File: config.mk
export PLATFORM = sky130hd
export DESIGN_NAME = sliding_median_filter
export DESIGN_NICKNAME = d
export VERILOG_FILES = /design/src/rtl/smf_pkg.sv /design/src/rtl/smf_queue.sv /design/src/rtl/smf_front.sv /design/src/rtl/smf_back.sv /design/src/rtl/sliding_median_filter.sv
export SDC_FILE = /design/constraint.sdc
export NUM_CORES = 1
export LEC_CHECK = 0
export ABC_AREA = 1
export BUFFER_PORTS_ARGS = -buffer_cell sky130_fd_sc_hd__buf_4
export CELL_PAD_IN_SITES_DETAIL_PLACEMENT = 1
export CELL_PAD_IN_SITES_GLOBAL_PLACEMENT = 2
export CORE_UTILIZATION = 42
export DETAILED_ROUTE_END_ITERATION = 10
export GPL_TIMING_DRIVEN = 0
export PLACE_DENSITY_LB_ADDON = 0.1
export SLEW_MARGIN = 20
export SYNTH_ARGS = -nofsm -noshare
export SYNTH_HDL_FRONTEND = slang
export SYNTH_SLANG_ARGS = --single-unit
File: constraint.sdc
create_clock -name clk -period 14.8 [get_ports clk]
set_input_delay 2.96 -clock clk [delete_from_list [all_inputs] [get_ports clk]]
set_output_delay 2.96 -clock clk [all_outputs]
set_load 0.02 [all_outputs]
File: src/rtl/smf_pkg.sv
// smf_pkg: shared constants and types of the sliding median filter
// depends on nothing; imported by all modules but smf_queue
package smf_pkg;

  // width and reset value of the window length register
  localparam int unsigned WLEN_W = 4;
  localparam logic [WLEN_W-1:0] WLEN_RESET = 4'd5;

  // lengths below this value pass samples straight through
  localparam logic [WLEN_W-1:0] WLEN_MEDIAN_MIN = 4'd2;

  // back end sequencer states, one-hot
  typedef enum logic [1:0] {
    BK_IDLE = 2'b01,
    BK_SCAN = 2'b10
  } back_state_t;

endpackage

File: src/rtl/smf_queue.sv
// smf_queue: small register fifo carrying median jobs from front to back
// depends on nothing outside this file
module smf_queue #(
  parameter int WIDTH = 5,
  parameter int DEPTH = 2
) (
  input  logic             clk,
  input  logic             rst_n,
  input  logic             push_valid,
  output logic             push_ready,
  input  logic [WIDTH-1:0] push_data,
  output logic             pop_valid,
  input  logic             pop_ready,
  output logic [WIDTH-1:0] pop_data
);

  localparam int PTR_W = (DEPTH > 1) ? $clog2(DEPTH) : 1;
  localparam int CNT_W = $clog2(DEPTH + 1);

  logic [WIDTH-1:0] mem_r [DEPTH];
  logic [PTR_W-1:0] wr_ptr_r, wr_ptr_nxt;
  logic [PTR_W-1:0] rd_ptr_r, rd_ptr_nxt;
  logic [CNT_W-1:0] fill_r, fill_nxt;
  logic             push_fire, pop_fire;

  assign push_ready = (fill_r != CNT_W'(DEPTH));
  assign pop_valid  = (fill_r != '0);
  assign pop_data   = mem_r[rd_ptr_r];
  assign push_fire  = push_valid && push_ready;
  assign pop_fire   = pop_valid && pop_ready;

  // pointer and fill bookkeeping
  always_comb begin
    wr_ptr_nxt = wr_ptr_r;
    rd_ptr_nxt = rd_ptr_r;
    fill_nxt   = fill_r;
    if (push_fire) begin
      wr_ptr_nxt = (wr_ptr_r == PTR_W'(DEPTH - 1)) ? '0 : wr_ptr_r + 1'b1;
    end
    if (pop_fire) begin
      rd_ptr_nxt = (rd_ptr_r == PTR_W'(DEPTH - 1)) ? '0 : rd_ptr_r + 1'b1;
    end
    if (push_fire && !pop_fire) begin
      fill_nxt = fill_r + 1'b1;
    end else if (pop_fire && !push_fire) begin
      fill_nxt = fill_r - 1'b1;
    end
  end

  always_ff @(posedge clk) begin
    if (!rst_n) begin
      wr_ptr_r <= '0;
      rd_ptr_r <= '0;
      fill_r   <= '0;
    end else begin
      wr_ptr_r <= wr_ptr_nxt;
      rd_ptr_r <= rd_ptr_nxt;
      fill_r   <= fill_nxt;
    end
  end

  // storage
  always_ff @(posedge clk) begin
    if (push_fire) begin
      mem_r[wr_ptr_r] <= push_data;
    end
  end

endmodule

File: src/rtl/smf_front.sv
// smf_front: takes samples, keeps the history and count, issues median jobs
// depends on smf_pkg
module smf_front #(
  parameter int MAX_WINDOW   = 15,
  parameter int SAMPLE_WIDTH = 32,
  parameter int IDX_W        = 4
) (
  input  logic                                       clk,
  input  logic                                       rst_n,
  // configuration write
  input  logic                                       cfg_valid,
  input  logic [smf_pkg::WLEN_W-1:0]                 cfg_data,
  // sample request
  input  logic                                       in_valid,
  output logic                                       in_ready,
  input  logic [SAMPLE_WIDTH-1:0]                    in_sample,
  input  logic                                       in_last,
  // downstream is drained
  input  logic                                       drain_idle,
  // history seen by the back end
  output logic [MAX_WINDOW-1:0][SAMPLE_WIDTH-1:0]    hist,
  // job request
  output logic                                       job_valid,
  input  logic                                       job_ready,
  output logic [IDX_W-1:0]                           job_hi,
  output logic                                       job_last
);
  import smf_pkg::*;

  localparam int CNT_W    = $clog2(MAX_WINDOW + 1);
  localparam int HALF_MAX = (MAX_WINDOW - 1) / 2;

  logic [WLEN_W-1:0]                     wlen_r;
  logic [MAX_WINDOW-1:0][SAMPLE_WIDTH-1:0] hist_r, hist_nxt;
  logic [CNT_W-1:0]                      cnt_r, cnt_nxt;
  logic                                  gen_r, gen_nxt;
  logic                                  final_r, final_nxt;
  logic [IDX_W-1:0]                      pos_r, pos_nxt;
  logic [IDX_W-1:0]                      half_r, half_nxt;
  logic [IDX_W-1:0]                      cntm1_r, cntm1_nxt;

  logic                                  in_fire, job_fire, pass;
  logic [WLEN_W-2:0]                     wlen_half;
  logic [IDX_W-1:0]                      half_c, cntm1_c;
  logic [CNT_W-1:0]                      cnt_inc;
  logic [IDX_W:0]                        reach;

  assign in_ready = !gen_r && drain_idle;
  assign in_fire  = in_valid && in_ready;
  assign job_fire = job_valid && job_ready;
  assign hist     = hist_r;

  // window length register
  always_ff @(posedge clk) begin
    if (!rst_n) begin
      wlen_r <= WLEN_RESET;
    end else if (cfg_valid) begin
      wlen_r <= cfg_data;
    end
  end

  // classify the incoming sample
  always_comb begin
    pass      = (wlen_r < WLEN_MEDIAN_MIN);
    wlen_half = wlen_r[WLEN_W-1:1];
    if (pass) begin
      half_c = '0;
    end else if (int'(wlen_half) > HALF_MAX) begin
      half_c = IDX_W'(HALF_MAX);
    end else begin
      half_c = IDX_W'(wlen_half);
    end
    cnt_inc = (cnt_r < CNT_W'(MAX_WINDOW)) ? cnt_r + 1'b1 : cnt_r;
    cntm1_c = IDX_W'(cnt_inc - 1'b1);
  end

  // history shift, count and job generator
  always_comb begin
    hist_nxt  = hist_r;
    cnt_nxt   = cnt_r;
    gen_nxt   = gen_r;
    final_nxt = final_r;
    pos_nxt   = pos_r;
    half_nxt  = half_r;
    cntm1_nxt = cntm1_r;
    if (in_fire) begin
      hist_nxt[0] = in_sample;
      for (int i = 1; i < MAX_WINDOW; i++) begin
        hist_nxt[i] = hist_r[i-1];
      end
      cnt_nxt   = in_last ? '0 : cnt_inc;
      final_nxt = in_last;
      half_nxt  = half_c;
      cntm1_nxt = cntm1_c;
      gen_nxt   = pass || in_last || (cnt_inc > CNT_W'(half_c));
      if (in_last && (cntm1_c < half_c)) begin
        pos_nxt = cntm1_c;
      end else begin
        pos_nxt = half_c;
      end
    end else if (job_fire) begin
      if (final_r && (pos_r != '0)) begin
        pos_nxt = pos_r - 1'b1;
      end else begin
        gen_nxt = 1'b0;
      end
    end
  end

  always_ff @(posedge clk) begin
    if (!rst_n) begin
      cnt_r <= '0;
      gen_r <= 1'b0;
    end else begin
      cnt_r <= cnt_nxt;
      gen_r <= gen_nxt;
    end
  end

  always_ff @(posedge clk) begin
    hist_r  <= hist_nxt;
    final_r <= final_nxt;
    pos_r   <= pos_nxt;
    half_r  <= half_nxt;
    cntm1_r <= cntm1_nxt;
  end

  // top of the truncated window for the current job
  assign reach     = {1'b0, pos_r} + {1'b0, half_r};
  assign job_valid = gen_r;
  assign job_hi    = (reach > {1'b0, cntm1_r}) ? cntm1_r : reach[IDX_W-1:0];
  assign job_last  = final_r && (pos_r == '0);

endmodule

File: src/rtl/smf_back.sv
// smf_back: rank selection over the window, one candidate per cycle while
// scanning and not held by a full output; depends on smf_pkg; drives the output register
module smf_back #(
  parameter int MAX_WINDOW   = 15,
  parameter int SAMPLE_WIDTH = 32,
  parameter int IDX_W        = 4
) (
  input  logic                                    clk,
  input  logic                                    rst_n,
  input  logic [MAX_WINDOW-1:0][SAMPLE_WIDTH-1:0] hist,
  // job request
  input  logic                                    job_valid,
  output logic                                    job_ready,
  input  logic [IDX_W-1:0]                        job_hi,
  input  logic                                    job_last,
  // result request
  output logic                                    out_valid,
  input  logic                                    out_ready,
  output logic [SAMPLE_WIDTH-1:0]                 out_median,
  output logic                                    out_last,
  output logic                                    busy
);
  import smf_pkg::*;

  localparam int CNT_W = $clog2(MAX_WINDOW + 1);

  back_state_t               state_r, state_nxt;
  logic [IDX_W-1:0]          hi_r, hi_nxt;
  logic [IDX_W-1:0]          cand_r, cand_nxt;
  logic                      last_r, last_nxt;
  logic                      out_valid_r, out_valid_nxt;
  logic [SAMPLE_WIDTH-1:0]   out_median_r, out_median_nxt;
  logic                      out_last_r, out_last_nxt;

  logic [SAMPLE_WIDTH-1:0]   cand_val;
  logic [MAX_WINDOW-1:0]     lt_vec, eq_vec;
  logic [CNT_W:0]            less_cnt, upto_cnt, rank;
  logic                      match, hit, out_free;

  assign job_ready  = (state_r == BK_IDLE);
  assign busy       = (state_r == BK_SCAN);
  assign out_free   = !out_valid_r || out_ready;
  assign out_valid  = out_valid_r;
  assign out_median = out_median_r;
  assign out_last   = out_last_r;

  // compare the candidate against every entry of the window
  always_comb begin
    cand_val = hist[cand_r];
    for (int b = 0; b < MAX_WINDOW; b++) begin
      lt_vec[b] = (IDX_W'(b) <= hi_r) && ($signed(hist[b]) < $signed(cand_val));
      eq_vec[b] = (IDX_W'(b) <= hi_r) && (hist[b] == cand_val);
    end
    less_cnt = (CNT_W + 1)'($countones(lt_vec));
    upto_cnt = less_cnt + (CNT_W + 1)'($countones(eq_vec));
    rank     = ((CNT_W + 1)'(hi_r) + 1'b1) >> 1;
    match    = (less_cnt <= rank) && (rank < upto_cnt);
    hit      = match || (cand_r == hi_r);
  end

  // sequencer
  always_comb begin
    state_nxt      = state_r;
    hi_nxt         = hi_r;
    cand_nxt       = cand_r;
    last_nxt       = last_r;
    out_valid_nxt  = out_valid_r && !out_ready;
    out_median_nxt = out_median_r;
    out_last_nxt   = out_last_r;
    unique case (state_r)
      BK_IDLE: begin
        if (job_valid) begin
          hi_nxt    = job_hi;
          last_nxt  = job_last;
          cand_nxt  = '0;
          state_nxt = BK_SCAN;
        end
      end
      BK_SCAN: begin
        if (hit) begin
          if (out_free) begin
            out_valid_nxt  = 1'b1;
            out_median_nxt = cand_val;
            out_last_nxt   = last_r;
            state_nxt      = BK_IDLE;
          end
        end else begin
          cand_nxt = cand_r + 1'b1;
        end
      end
      default: begin
        state_nxt = BK_IDLE;
      end
    endcase
  end

  always_ff @(posedge clk) begin
    if (!rst_n) begin
      state_r     <= BK_IDLE;
      out_valid_r <= 1'b0;
    end else begin
      state_r     <= state_nxt;
      out_valid_r <= out_valid_nxt;
    end
  end

  always_ff @(posedge clk) begin
    hi_r         <= hi_nxt;
    cand_r       <= cand_nxt;
    last_r       <= last_nxt;
    out_median_r <= out_median_nxt;
    out_last_r   <= out_last_nxt;
  end

endmodule

File: src/rtl/sliding_median_filter.sv
// sliding_median_filter: top level of the centered sliding-window median
// depends on smf_pkg, smf_front, smf_queue and smf_back
//
// Usage: one sample per in_ request (tdata = sample, tlast = final sample
// of a curve); medians leave on out_ with tlast on the curve's final result.
// cfg_data sets the window length (reset 5, even raised by one, 0 or 1 passes
// through); write it only while the filter is idle. cfg_ready is always high.
// The front end shifts the sample into the history and issues one job per
// result into a two-entry queue; the back end ranks one candidate per cycle
// against the whole window while scanning, holding on the chosen candidate
// while the output register is full; each result first loads its job and
// then scans the window entries (up to MAX_WINDOW). A new sample is taken
// once all jobs of the previous one have been ranked; a final sample emits
// up to (MAX_WINDOW-1)/2 + 1 results, each needing its own load and scan.
// Reset empties the history count, the queue and the output register. A
// stalled receiver holds the output register, which stops the back end,
// then the queue, then the sample input.
module sliding_median_filter #(
  parameter int MAX_WINDOW   = 15,
  parameter int SAMPLE_WIDTH = 32
) (
  input  logic                          clk,
  input  logic                          rst_n,
  // configuration
  input  logic                          cfg_valid,
  output logic                          cfg_ready,
  input  logic [smf_pkg::WLEN_W-1:0]    cfg_data,   // window_len
  // samples in
  input  logic                          in_tvalid,
  output logic                          in_tready,
  input  logic [((SAMPLE_WIDTH+7)/8)*8-1:0] in_tdata,   // sample_in
  input  logic                          in_tlast,
  // medians out
  output logic                          out_tvalid,
  input  logic                          out_tready,
  output logic [((SAMPLE_WIDTH+7)/8)*8-1:0] out_tdata,  // median_out
  output logic                          out_tlast
);
  import smf_pkg::*;

  localparam int DATA_W = ((SAMPLE_WIDTH + 7) / 8) * 8;
  localparam int IDX_W  = (MAX_WINDOW > 1) ? $clog2(MAX_WINDOW) : 1;
  localparam int JOB_W  = IDX_W + 1;

  logic [MAX_WINDOW-1:0][SAMPLE_WIDTH-1:0] hist;
  logic                    job_valid, job_ready, job_last;
  logic [IDX_W-1:0]        job_hi;
  logic                    q_valid, q_ready;
  logic [JOB_W-1:0]        q_data;
  logic                    back_busy, drain_idle;
  logic [SAMPLE_WIDTH-1:0] median;

  assign cfg_ready  = 1'b1;
  assign drain_idle = !q_valid && !back_busy;
  assign out_tdata  = DATA_W'(median);

  // front end: history, count and job issue
  smf_front #(
    .MAX_WINDOW   (MAX_WINDOW),
    .SAMPLE_WIDTH (SAMPLE_WIDTH),
    .IDX_W        (IDX_W)
  ) u_front (
    .clk        (clk),
    .rst_n      (rst_n),
    .cfg_valid  (cfg_valid),
    .cfg_data   (cfg_data),
    .in_valid   (in_tvalid),
    .in_ready   (in_tready),
    .in_sample  (in_tdata[SAMPLE_WIDTH-1:0]),
    .in_last    (in_tlast),
    .drain_idle (drain_idle),
    .hist       (hist),
    .job_valid  (job_valid),
    .job_ready  (job_ready),
    .job_hi     (job_hi),
    .job_last   (job_last)
  );

  // job queue between the two ends
  smf_queue #(
    .WIDTH (JOB_W),
    .DEPTH (2)
  ) u_queue (
    .clk        (clk),
    .rst_n      (rst_n),
    .push_valid (job_valid),
    .push_ready (job_ready),
    .push_data  ({job_hi, job_last}),
    .pop_valid  (q_valid),
    .pop_ready  (q_ready),
    .pop_data   (q_data)
  );

  // back end: rank selection and output register
  smf_back #(
    .MAX_WINDOW   (MAX_WINDOW),
    .SAMPLE_WIDTH (SAMPLE_WIDTH),
    .IDX_W        (IDX_W)
  ) u_back (
    .clk        (clk),
    .rst_n      (rst_n),
    .hist       (hist),
    .job_valid  (q_valid),
    .job_ready  (q_ready),
    .job_hi     (q_data[JOB_W-1:1]),
    .job_last   (q_data[0]),
    .out_valid  (out_tvalid),
    .out_ready  (out_tready),
    .out_median (median),
    .out_last   (out_tlast),
    .busy       (back_busy)
  );

`ifndef SYNTHESIS
  // history may only move when no job is pending or being ranked
  a_accept_drained: assert property (@(posedge clk) disable iff (!rst_n)
    in_tready |-> (!q_valid && !back_busy))
    else $error("sample request taken while jobs are pending");

  // the front end never takes a sample while it still issues jobs
  a_no_accept_issuing: assert property (@(posedge clk) disable iff (!rst_n)
    job_valid |-> !in_tready)
    else $error("sample request taken while issuing jobs");

  // a job stalled by a full queue holds its contents
  a_job_hold: assert property (@(posedge clk) disable iff (!rst_n)
    (job_valid && !job_ready) |=> (job_valid && $stable(job_hi) && $stable(job_last)))
    else $error("stalled job changed");
`endif

endmodule
-- Word-level counts from Yosys, hierarchy flattened
Memory sizes are Yosys's and may differ from the RTL's. A register that Yosys moved wholly into a read port is not among the register bits.
Cells that the tools add are included.
- bits in writable memories: 10
- output and inout port bits: 36
- memories: 1
- bits in registers: 546
- input bits: 42
- memories (name ; depth ; width ; rd ports ; clocked after memory_dff ; wr ports ; RTL line ; RTL):
    u_queue.mem_r ; 2 ; 5 ; 1 ; 1 ; 1 ; smf_queue.sv:20 ; logic [WIDTH-1:0] mem_r [DEPTH];
- reduce and logical (&&, ||, !) cells: 66
- $lt $le $gt $ge: 38
- add/subtract/negate cells: 39
- eq/ne operators: 24
- multiplexer cells: 29
- operator list (kind ; count):
    equality test 32 bit ; 15
    less-than comparator 32 bit ; 15
    binary-select mux 32 bit (select 4 bit) ; 1
    adder 5 bit ; 13
    logical AND 1 bit ; 42
    2-to-1 mux 4 bit ; 9
    2-to-1 mux 32 bit ; 1
    adder 1 x 1 -> 2 bit ; 14
    <= comparator 4 bit, first input constant ; 7
    <= comparator 3 x 4 -> 1 bit, first input constant ; 4
    adder 5 x 1 -> 5 bit ; 2
    2-to-1 mux 1 bit ; 10
    2-to-1 mux 2 bit ; 5
    nonzero test 2 bit ; 5
    AND reduction 3 bit ; 3
    adder 4 x 1 -> 4 bit, second input constant ; 2
    <= comparator 1 x 4 -> 1 bit, first input constant ; 2
    <= comparator 2 x 4 -> 1 bit, first input constant ; 2
    case mux 4 bit (2 select lines) ; 1
    subtractor 4 x 1 -> 4 bit, second input constant ; 2
    logical NOT 1 bit ; 7
    inequality test 2 x 1 -> 1 bit, second input constant ; 3
    inequality test 2 bit, second input constant ; 3
    AND reduction 2 bit ; 3
    21 further kinds ; 25

-- Logic depth before layout (Yosys ltp)
Gate-level depths: netlist of run 1.
- depth after elaboration: 14
- gate-level depth with buffers: 53

-- Cells and area by module
Synthesis of run 1 repeated with hierarchy kept, for this count alone.
- cells, all modules: 3360
- area total of the unflattened synthesis: 34389.2 um^2
- by module, submodules not included (module ; seq. area each (um^2) ; instances ; area an instance (um^2) ; cells an instance):
    smf_back ; 1321.3 ; 1 ; 17925.9 ; 2631
    smf_front ; 14934.3 ; 1 ; 15840.2 ; 674
    smf_queue ; 400.4 ; 1 ; 608.1 ; 52
    sliding_median_filter ; 0.0 ; 1 ; 15.0 ; 3

-- Worst setup path before layout of run 1
Ideal clock, no wire load.
- path kind: input to register
- from: in in_tvalid
- to: reg u_front.pos_r[1], data pin
- data required time: 14508 ps
- stages: 4
- arrival: 13542 ps
- buffers on the path: 0
- setup slack: 967 ps
- path through: nand2_2 > inv_1 > or2_2 > nand2_1
- word-level cells in the longest chain between the ends: 2
- ends and longest elaborated chain (what ; RTL line ; RTL):
    start: declaration ; sliding_median_filter.sv:29 ; input logic in_tvalid,
    logical AND 1 bit ; smf_front.sv:49 ; assign in_fire = in_valid && in_ready;
    net u_front.in_fire ; smf_front.sv:42 ; logic in_fire, job_fire, pass;
    2-to-1 mux 4 bit ; smf_front.sv:86 ; if (in_fire) begin
    net u_front.pos_nxt[1] ; smf_front.sv:38 ; logic [IDX_W-1:0] pos_r, pos_nxt;
    end signal: assignment ; smf_front.sv:123 ; pos_r <= pos_nxt;
    end: declaration ; smf_front.sv:38 ;
The timed path passes the listed nets, and every way through them passes these cells.
A chain may end at the register's enable or synchronous reset.

-- Worst setup path after layout of run 1
- from: reg u_back.cand_r[0]
- to: reg u_back.out_median_r[13] (netlist: u_back.out_median[13]) (enable)
- word-level cells in the longest chain between the ends: 13
- elaborated cells on any way between the ends: 97
- classes of those cells: add/sub: 29; order compare: 17; eq/ne: 16; mux: 2; reduce/logical: 33
- ends and longest elaborated chain (what ; RTL line ; RTL):
    start: declaration ; smf_back.sv:29 ; logic [IDX_W-1:0] cand_r, cand_nxt;
    start signal: assignment ; smf_back.sv:109 ; cand_r <= cand_nxt;
    binary-select mux 32 bit (select 4 bit) * ; smf_back.sv:49 ; cand_val = hist[cand_r];
    2-to-1 mux 32 bit (not written as such) * ; smf_back.sv:49 ;
    net u_back.cand_val[26] ; smf_back.sv:35 ; logic [SAMPLE_WIDTH-1:0] cand_val;
    less-than comparator 32 bit / equality test 32 bit (equally long branches) ; smf_back.sv:51, smf_back.sv:52 ;
    logical AND 1 bit (on tied branches) ; smf_back.sv:51, smf_back.sv:52 ;
    adder 1 x 1 -> 2 bit (on tied branches) ; smf_back.sv:54, smf_back.sv:55 ;
    adder 5 bit (not written as such), or another cell as far along ; smf_back.sv:54 ; less_cnt = (CNT_W + 1)'($countones(lt_vec));
    adder 5 bit (on tied branches) (2 in series) ; smf_back.sv:54, smf_back.sv:55 ;
    adder 5 bit ; smf_back.sv:55 ; upto_cnt = less_cnt + (CNT_W + 1)'($countones(eq_vec));
    less-than comparator 4 x 5 -> 1 bit ; smf_back.sv:57 ; match = (less_cnt <= rank) && (rank < upto_cnt);
    logical AND 1 bit * ; smf_back.sv:57 ;
    logical OR 1 bit * ; smf_back.sv:58 ; hit = match || (cand_r == hi_r);
    AND reduction 3 bit (no line) * ; n/a ;
    end signal: assignment ; smf_back.sv:111 ; out_median_r <= out_median_nxt;
    end: declaration ; smf_back.sv:32 ; logic [SAMPLE_WIDTH-1:0] out_median_r, out_median_nxt;
Mark *: on every way through the listed nets, which the timed path passes. The rest lies on a longest branch. The select of a mux whose other input is x is not followed.

==> out/qor.txt, run 1 <==
============================================================================================
Status ........................................................................ finished, final reports clean
Max Transition Viols Final ....................................................            0
Layout fillers ................................................................         8915
Critical path's top delay family ..............................................  adder cells
Multiplexer share of the synthesized area .....................................           0%
Total nets after synthesis ....................................................         3937
Number of warnings reported in the yosys synthesis log ........................            0
WHS Path Cells ................................................................            0
Via count of the first global-routing pass ....................................        28.4k
Die Area ......................................................................    82500 µm²
Setup repair after global routing missed its margin ...........................        false
Cell count after synthesis ....................................................         3340
Area Overhead vs Synth ........................................................        12.5%
Startpoint class of the critical path .........................................     register
Mean area per synthesized cell ................................................     10.2 µm²
Antenna viol nets, final ......................................................            0
Crit path arrival time ........................................................     12.99 ns
Synth Area in Compound Gates ..................................................        12.4%
Fraction of synthesized cell area in xor and xnor cells .......................       0.458%
Number of flops mapped to enable cells by yosys ...............................          544
Clk root buf ..................................................................    clkbuf_16
Final period demand of the worst path .........................................     12.66 ns
Clock Path Buffers ............................................................            3
Min-Delay Path Class .......................................................... register to register
Drt via density ...............................................................         5.88
Routed wire length ............................................................    132000 µm
Required time worst endpoint ..................................................     15.13 ns
Count of buffers from port buffering ..........................................           75
Post-CTS setup-driven buffer insertion count ..................................            0
Path type of the worst setup path ............................................. register to register
Pin slew with the least headroom to its limit .................................      1.23 ns
Adder and majority cell fraction of the synthesized area ......................        20.8%
Seq/Total Area, Yosys .........................................................        48.7%
First-pass GRT wire length ....................................................    191000 µm
Number of storage elements in the synthesis netlist ...........................          559
Setup slack after placement ...................................................      2.46 ns
CTS tree ......................................................................          yes
Flip-flop and latch area ......................................................    16600 µm²
Starting density of the core ..................................................        42.4%
CTS Buf Count .................................................................           69
Critical Path End Type ........................................................     register
Multi-input gate area in the final layout .....................................    16100 µm²
Number of nets in the final layout ............................................         4090
Share of cells above drive strength 1 .........................................        7.62%
Count of cells resized by post-cts repair .....................................            0
Most common cell after layout, fill and taps aside ............................      nand2_1
Clock transition at path regs .................................................      0.06 ns
Basic-gate share of the synthesized area counting and, or, nand and nor cells .        13.4%
Maximum number of pins on one net before global-route repair ..................          102
Horizontal extent of the die ..................................................       287 µm
Ys async rst share ............................................................           0%
Detailed Routing Iterations Pass 1 ............................................            5
Achievable frequency ..........................................................     79.0 MHz
Detailed-route DRC error count ................................................            0
Number of placement rows ......................................................          104
Insertion delay to the later sink of the worst-skew pair ......................      0.63 ns
Final period utilization ......................................................        85.5%
Worst-case reg-to-reg path depth ..............................................           44
Final number of hold-violating endpoints ......................................            0
Post-DP HPWL ..................................................................    101000 µm
Cell repeated most along the worst path .......................................      nand2_1
Post-route setup TNS ..........................................................         0 ns
Sinks on the clock net ........................................................          559
Routed wire per std cell ......................................................      28.7 µm
Buffers plus inverters on the worst setup path ................................           10
Violation count after the first detailed-route iteration ......................         2262
Overall Global Routing Usage ..................................................        32.3%
Number of maximum-capacitance violations ......................................            0
Placer Congestion .............................................................        0.965
Worst slew margin relative to its limit .......................................        17.9%
Main combinational cell family by area after synthesis ........................  adder cells
Crit path max-delay cell type .................................................        buf_2
Htree depth ...................................................................            3
Vias after detailed routing ...................................................        27.1k
Vertical die dimension ........................................................       287 µm
Initial antenna violation count ...............................................            4
Cell area after technology mapping ............................................    34200 µm²
Most frequent cells in the layout ............................................. nand2_1, edfxtp_1, ha_1, nor2_1, a21oi_1
Number of distinct library cells after synthesis ..............................           52
I/O Pins ......................................................................           78
Core area .....................................................................    80500 µm²
Leftover overflow at the end of global routing ................................            0
Worst-case clock skew .........................................................    0.0225 ns
Cts hold-fix bufs .............................................................            0
Least setup slack across all paths after layout ...............................      2.14 ns
Ys flop type ..................................................................     edfxtp_1
Setup-violating endpoint count in the final report ............................            0
Biggest cell delay along the critical path ....................................      0.70 ns
Number of cells on the critical path ..........................................           44
Biggest fanout along the worst timing path ....................................           15
============================================================================================
==> layout make-up <==
| class | count | area share [%] |
|---|---|---|
| clock inverter | 32 | 0.674 |
| sequential | 559 | 43.3 |
| antenna | 2 | 0.0130 |
| tap | 1060 | 3.45 |
| multi-input combinational | 2425 | 41.9 |
| clock buffer | 91 | 4.88 |
| inverter | 265 | 2.62 |
| timing repair buffer | 82 | 1.97 |
| buffer | 91 | 1.17 |
==> stage by stage <==
stage | utilization [%] | cells | hold WS (ns) | area (µm²)
global route | 47.7 | 4605 | 0.443 | 38400
finish | 47.7 | 4607 | 0.437 | 38400
floorplan | - | 3340 | 0.400 | 34200
global placement | 44.8 | 4475 | 0.427 | 36000
detailed placement | 45.0 | 4482 | 0.424 | 36300
CTS | 47.7 | 4605 | 0.440 | 38400
==> synthesized netlist by cell type, drive strengths merged (2+ instances only) <==
library cell,instances,area [µm²]
nand3,104,526
xor2,8,77.6
ha,532,6660
nor4,14,87.6
nor2,314,1190
nand2,597,2260
or2,2,12.5
nor4b,4,35.0
buf,46,268
xnor2,9,78.8
o21ai,310,1550
clkbuf,45,170
a21o,5,37.5
nand3b,3,22.5
nor3,27,140
dfxtp,15,300
o21bai,5,37.5
a22oi,11,82.6
edfxtp,544,16300
o21a,17,135
fa,23,460
o211ai,38,285
a31oi,5,43.8
a21oi,261,1310
nor3b,2,15.0
inv,265,997
a221oi,49,435
o221ai,3,26.3
o2111ai,30,263
nand4,43,269
and3,5,31.3
==> state kept, by name, summed over array words and instances (netlist names), 2 cells and up <==
name               flops
u_front.cntm1_r        4
u_front.hist         480
u_front.wlen_r         3
u_queue.fill_r         2
u_back.out_median     32
u_back.hi_r            4
u_queue.mem_r         10
u_back.state_r         2
u_front.pos_r          4
u_front.cnt_r          4
u_front.half_r         3
u_back.cand_r          4
==> path summary, 6_finish.rpt <==
check                                        endpoint  slack [ns]        startpoint
worst min register to register        u_back.out_last        0.44     u_back.last_r
worst max-delay path            u_back.out_median[13]        2.14  u_back.cand_r[0]
worst max register to register  u_back.out_median[13]        2.14  u_back.cand_r[0]
worst min-delay path                  u_back.out_last        0.44     u_back.last_r
==> cell families after synthesis <==
kind of cell	after synthesis
buffers and inverters	356
other	1
XOR/XNOR	17
adder cells (fa/ha/maj)	555
AND/OR/NAND/NOR	1116
flip-flops	559
AO/OA/AOI/OAI	736
==> per-layer routing <==
metal  wire length (µm)  GRT usage (%)  vias up
met5                 34              0        -
met4               5190           12.6        4
met3               8680           5.18      231
met2              61000           52.5      913
met1              57300           43.2    13539
li1                   -              -    12397
Power of run 1 is left out: the tool's default activity adds up to more than one toggle a clock period on the data nets, which glitch-free logic cannot reach.
==> run 2: changes to the inputs <==
- SYNTH_HIERARCHICAL: unset -> 1
==> out/qor.txt, run 2 <==
===========================================================================
Worst reg2reg setup slack ....................................      1.53 ns   was 2.14 ns
Critical R2R Launch .......................................... u_back/cand_r[0]   was u_back.cand_r[0]
Fraction of met2 tracks used by global routing ...............        50.0%   was 52.5%
Critical Path End Type .......................................     register   unchanged
Min-Delay Path Class ......................................... register to register   unchanged
Number of maximum-capacitance violations .....................            0   unchanged
Clock Path Buffers ...........................................            3   unchanged
Launching element of the worst setup path .................... u_back/cand_r[0]   was u_back.cand_r[0]
Cell count after synthesis ...................................         3360   was 3340
Count of buffers from port buffering .........................           75   unchanged
Violation count after the first detailed-route iteration .....         2440   was 2262
Insertion delay to the later sink of the worst-skew pair .....      0.62 ns   was 0.63 ns
Synth top area share .........................................        47.5%   was 47.8%
Top post-synthesis cells by area ............................. edfxtp_1, ha_1, nand2_1   unchanged
Cts hold-fix bufs ............................................            0   unchanged
Most frequent cells in the layout ............................ nand2_1, edfxtp_1, ha_1, nor2_1, a21oi_1   unchanged
Die Area .....................................................    83000 µm²   was 82500 µm²
Overall Global Routing Usage .................................        30.3%   was 32.3%
Most numerous cell types in the synthesized netlist .......... nand2_1, edfxtp_1, ha_1   unchanged
Biggest fanout along the worst timing path ...................           18   was 15
Seq/Total Area, Yosys ........................................        48.4%   was 48.7%
Starting density of the core .................................        42.6%   was 42.4%
Clk root buf .................................................    clkbuf_16   unchanged
Required time worst endpoint .................................     15.10 ns   was 15.13 ns
Startpoint class of the critical path ........................     register   unchanged
Crit path arrival time .......................................     13.57 ns   was 12.99 ns
CTS Buf Count ................................................           69   unchanged
Global-route met3 utilization ................................        4.60%   was 5.18%
Core area ....................................................    80800 µm²   was 80500 µm²
Initial antenna violation count ..............................            3   was 4
Final period demand of the worst path ........................     13.27 ns   was 12.66 ns
Count of cells resized by post-cts repair ....................            0   unchanged
Max Transition Viols Final ...................................            0   unchanged
Post-CTS setup-driven buffer insertion count .................            0   unchanged
Largest register FFs .........................................          480   unchanged
Share of cells above drive strength 1 ........................        9.24%   was 7.62%
Worst-case clock skew ........................................    0.0279 ns   was 0.0225 ns
Vias after detailed routing ..................................        27.2k   was 27.1k
Biggest cell delay along the critical path ...................      0.86 ns   was 0.70 ns
Status ....................................................... finished, final reports clean   unchanged
Final core area utilization ..................................        47.8%   was 47.7%
Crit path max-delay cell type ................................       nor4_1   was buf_2
Routed wire per std cell .....................................      27.3 µm   was 28.7 µm
Number of distinct library cells after synthesis .............           48   was 52
Worst slew margin relative to its limit ......................        14.7%   was 17.9%
Vertical die dimension .......................................       288 µm   was 287 µm
Cell area after technology mapping ...........................    34400 µm²   was 34200 µm²
Most common cell after layout, fill and taps aside ...........      nand2_1   unchanged
Pin slew with the least headroom to its limit ................      1.28 ns   was 1.23 ns
Sinks on the clock net .......................................          560   was 559
First-pass GRT wire length ...................................    182000 µm   was 191000 µm
Maximum number of pins on one net before global-route repair .          106   was 102
Path type of the worst setup path ............................ register to register   unchanged
Routed wire length ...........................................    126000 µm   was 132000 µm
Number of placement rows .....................................          104   unchanged
Gr busiest metal .............................................         met2   unchanged
Mean area per synthesized cell ...............................     10.2 µm²   about the same
Number of nets in the final layout ...........................         4091   was 4090
Horizontal extent of the die .................................       288 µm   was 287 µm
Total nets after synthesis ...................................         3938   was 3937
Antenna viol nets, final .....................................            0   unchanged
Number of flops mapped to enable cells by yosys ..............          544   unchanged
Dominant cell by count in the synthesized netlist ............      nand2_1   unchanged
Placer Congestion ............................................        0.930   was 0.965
Final number of hold-violating endpoints .....................            0   unchanged
Library cell with the largest summed area after synthesis ....     edfxtp_1   unchanged
Achievable frequency .........................................     75.4 MHz   was 79.0 MHz
Detailed Routing Iterations Pass 1 ...........................            7   was 5
Setup-violating endpoint count in the final report ...........            0   unchanged
I/O Pins .....................................................           78   unchanged
Met1 Use GR ..................................................        39.9%   was 43.2%
Ys async rst share ...........................................           0%   unchanged
Number of storage elements in the synthesis netlist ..........          560   was 559
Number of warnings reported in the yosys synthesis log .......            6   was 0
CTS tree .....................................................          yes   unchanged
Htree depth ..................................................            3   unchanged
Leftover overflow at the end of global routing ...............            0   unchanged
Hold Crit Start .............................................. u_back/last_r   was u_back.last_r
Ys flop type .................................................     edfxtp_1   unchanged
Drt via density ..............................................         5.88   about the same
Cell repeated most along the worst path ......................      nand2_1   unchanged
Detailed-route DRC error count ...............................            0   unchanged
Via count of the first global-routing pass ...................        28.1k   was 28.4k
Setup repair after global routing missed its margin ..........        false   unchanged
Final period utilization .....................................        89.6%   was 85.5%
Area Overhead vs Synth .......................................        12.4%   was 12.5%
Post-DP HPWL .................................................     96200 µm   was 101000 µm
Clock transition at path regs ................................      0.06 ns   about the same
===========================================================================
-- run 2: final cells by class --
type / instances / area (µm²)
diodes: 1 / 2.50
plain buffers: 92 / 490
clock buffers: 85 / 1890
clock inverters: 34 / 275
fillers: 8850 / 42200
inverters: 283 / 1070
multi-input cells: 2425 / 16200
flip-flops and latches: 560 / 16700
well taps: 1060 / 1330
repair buffers: 82 / 732
-- run 2: worst max-delay path, delay by kind of cell, from the launching register on --
| family | cells | cell delay (ns) |
|---|---|---|
| DFF | 1 | 0.46 |
| adders and majority gates | 13 | 6.08 |
| buffers and inverters | 12 | 2.51 |
| xor gates and xnor gates | 1 | 0.19 |
| AOI/OAI and AO/OA | 3 | 0.50 |
| and+or+nand+nor | 17 | 3.12 |
-- run 2: routing by layer --
layer	up-vias	part of all wire, %
li1	12427	-
met1	13637	43
met2	886	47
met3	229	6.3
met4	2	4.0
met5	-	0.012
-- run 2: path summary, 6_finish.rpt --
kind	endpoint	cells after the start
setup / recovery	u_back/out_median[18]	46
hold / removal	u_back/out_last	0
setup reg to reg	u_back/out_median[18]	46
hold reg to reg	u_back/out_last	0
-- run 2: kinds of logic after synthesis --
| family | after synthesis | synth area share [%] |
|---|---|---|
| compound gates | 758 | 13.4 |
| xor+xnor | 10 | 0.255 |
| fa+ha+maj | 536 | 20.0 |
| buf+inv | 375 | 4.49 |
| flops | 560 | 48.4 |
| mux | 5 | 0.164 |
| other cells | 1 | 0.0109 |
| simple gates | 1115 | 13.3 |
-- run 2: metrics by stage --
stage | setup TNS (ns) | std cells | hold WS [ns] | worst slack (ns) | area (µm²)
finish | 0 | 4622 | 0.436 | 1.53 | 38600
global route | 0 | 4621 | 0.428 | 1.12 | 38600
CTS | 0 | 4621 | 0.428 | 1.67 | 38600
detailed placement | 0 | 4502 | 0.413 | 1.74 | 36500
global placement | -1675.47 | 4495 | 0.413 | -4.32 | 36300
floorplan | 0 | 3360 | 0.400 | 0.970 | 34400
Power of run 2 is left out for the same reason.
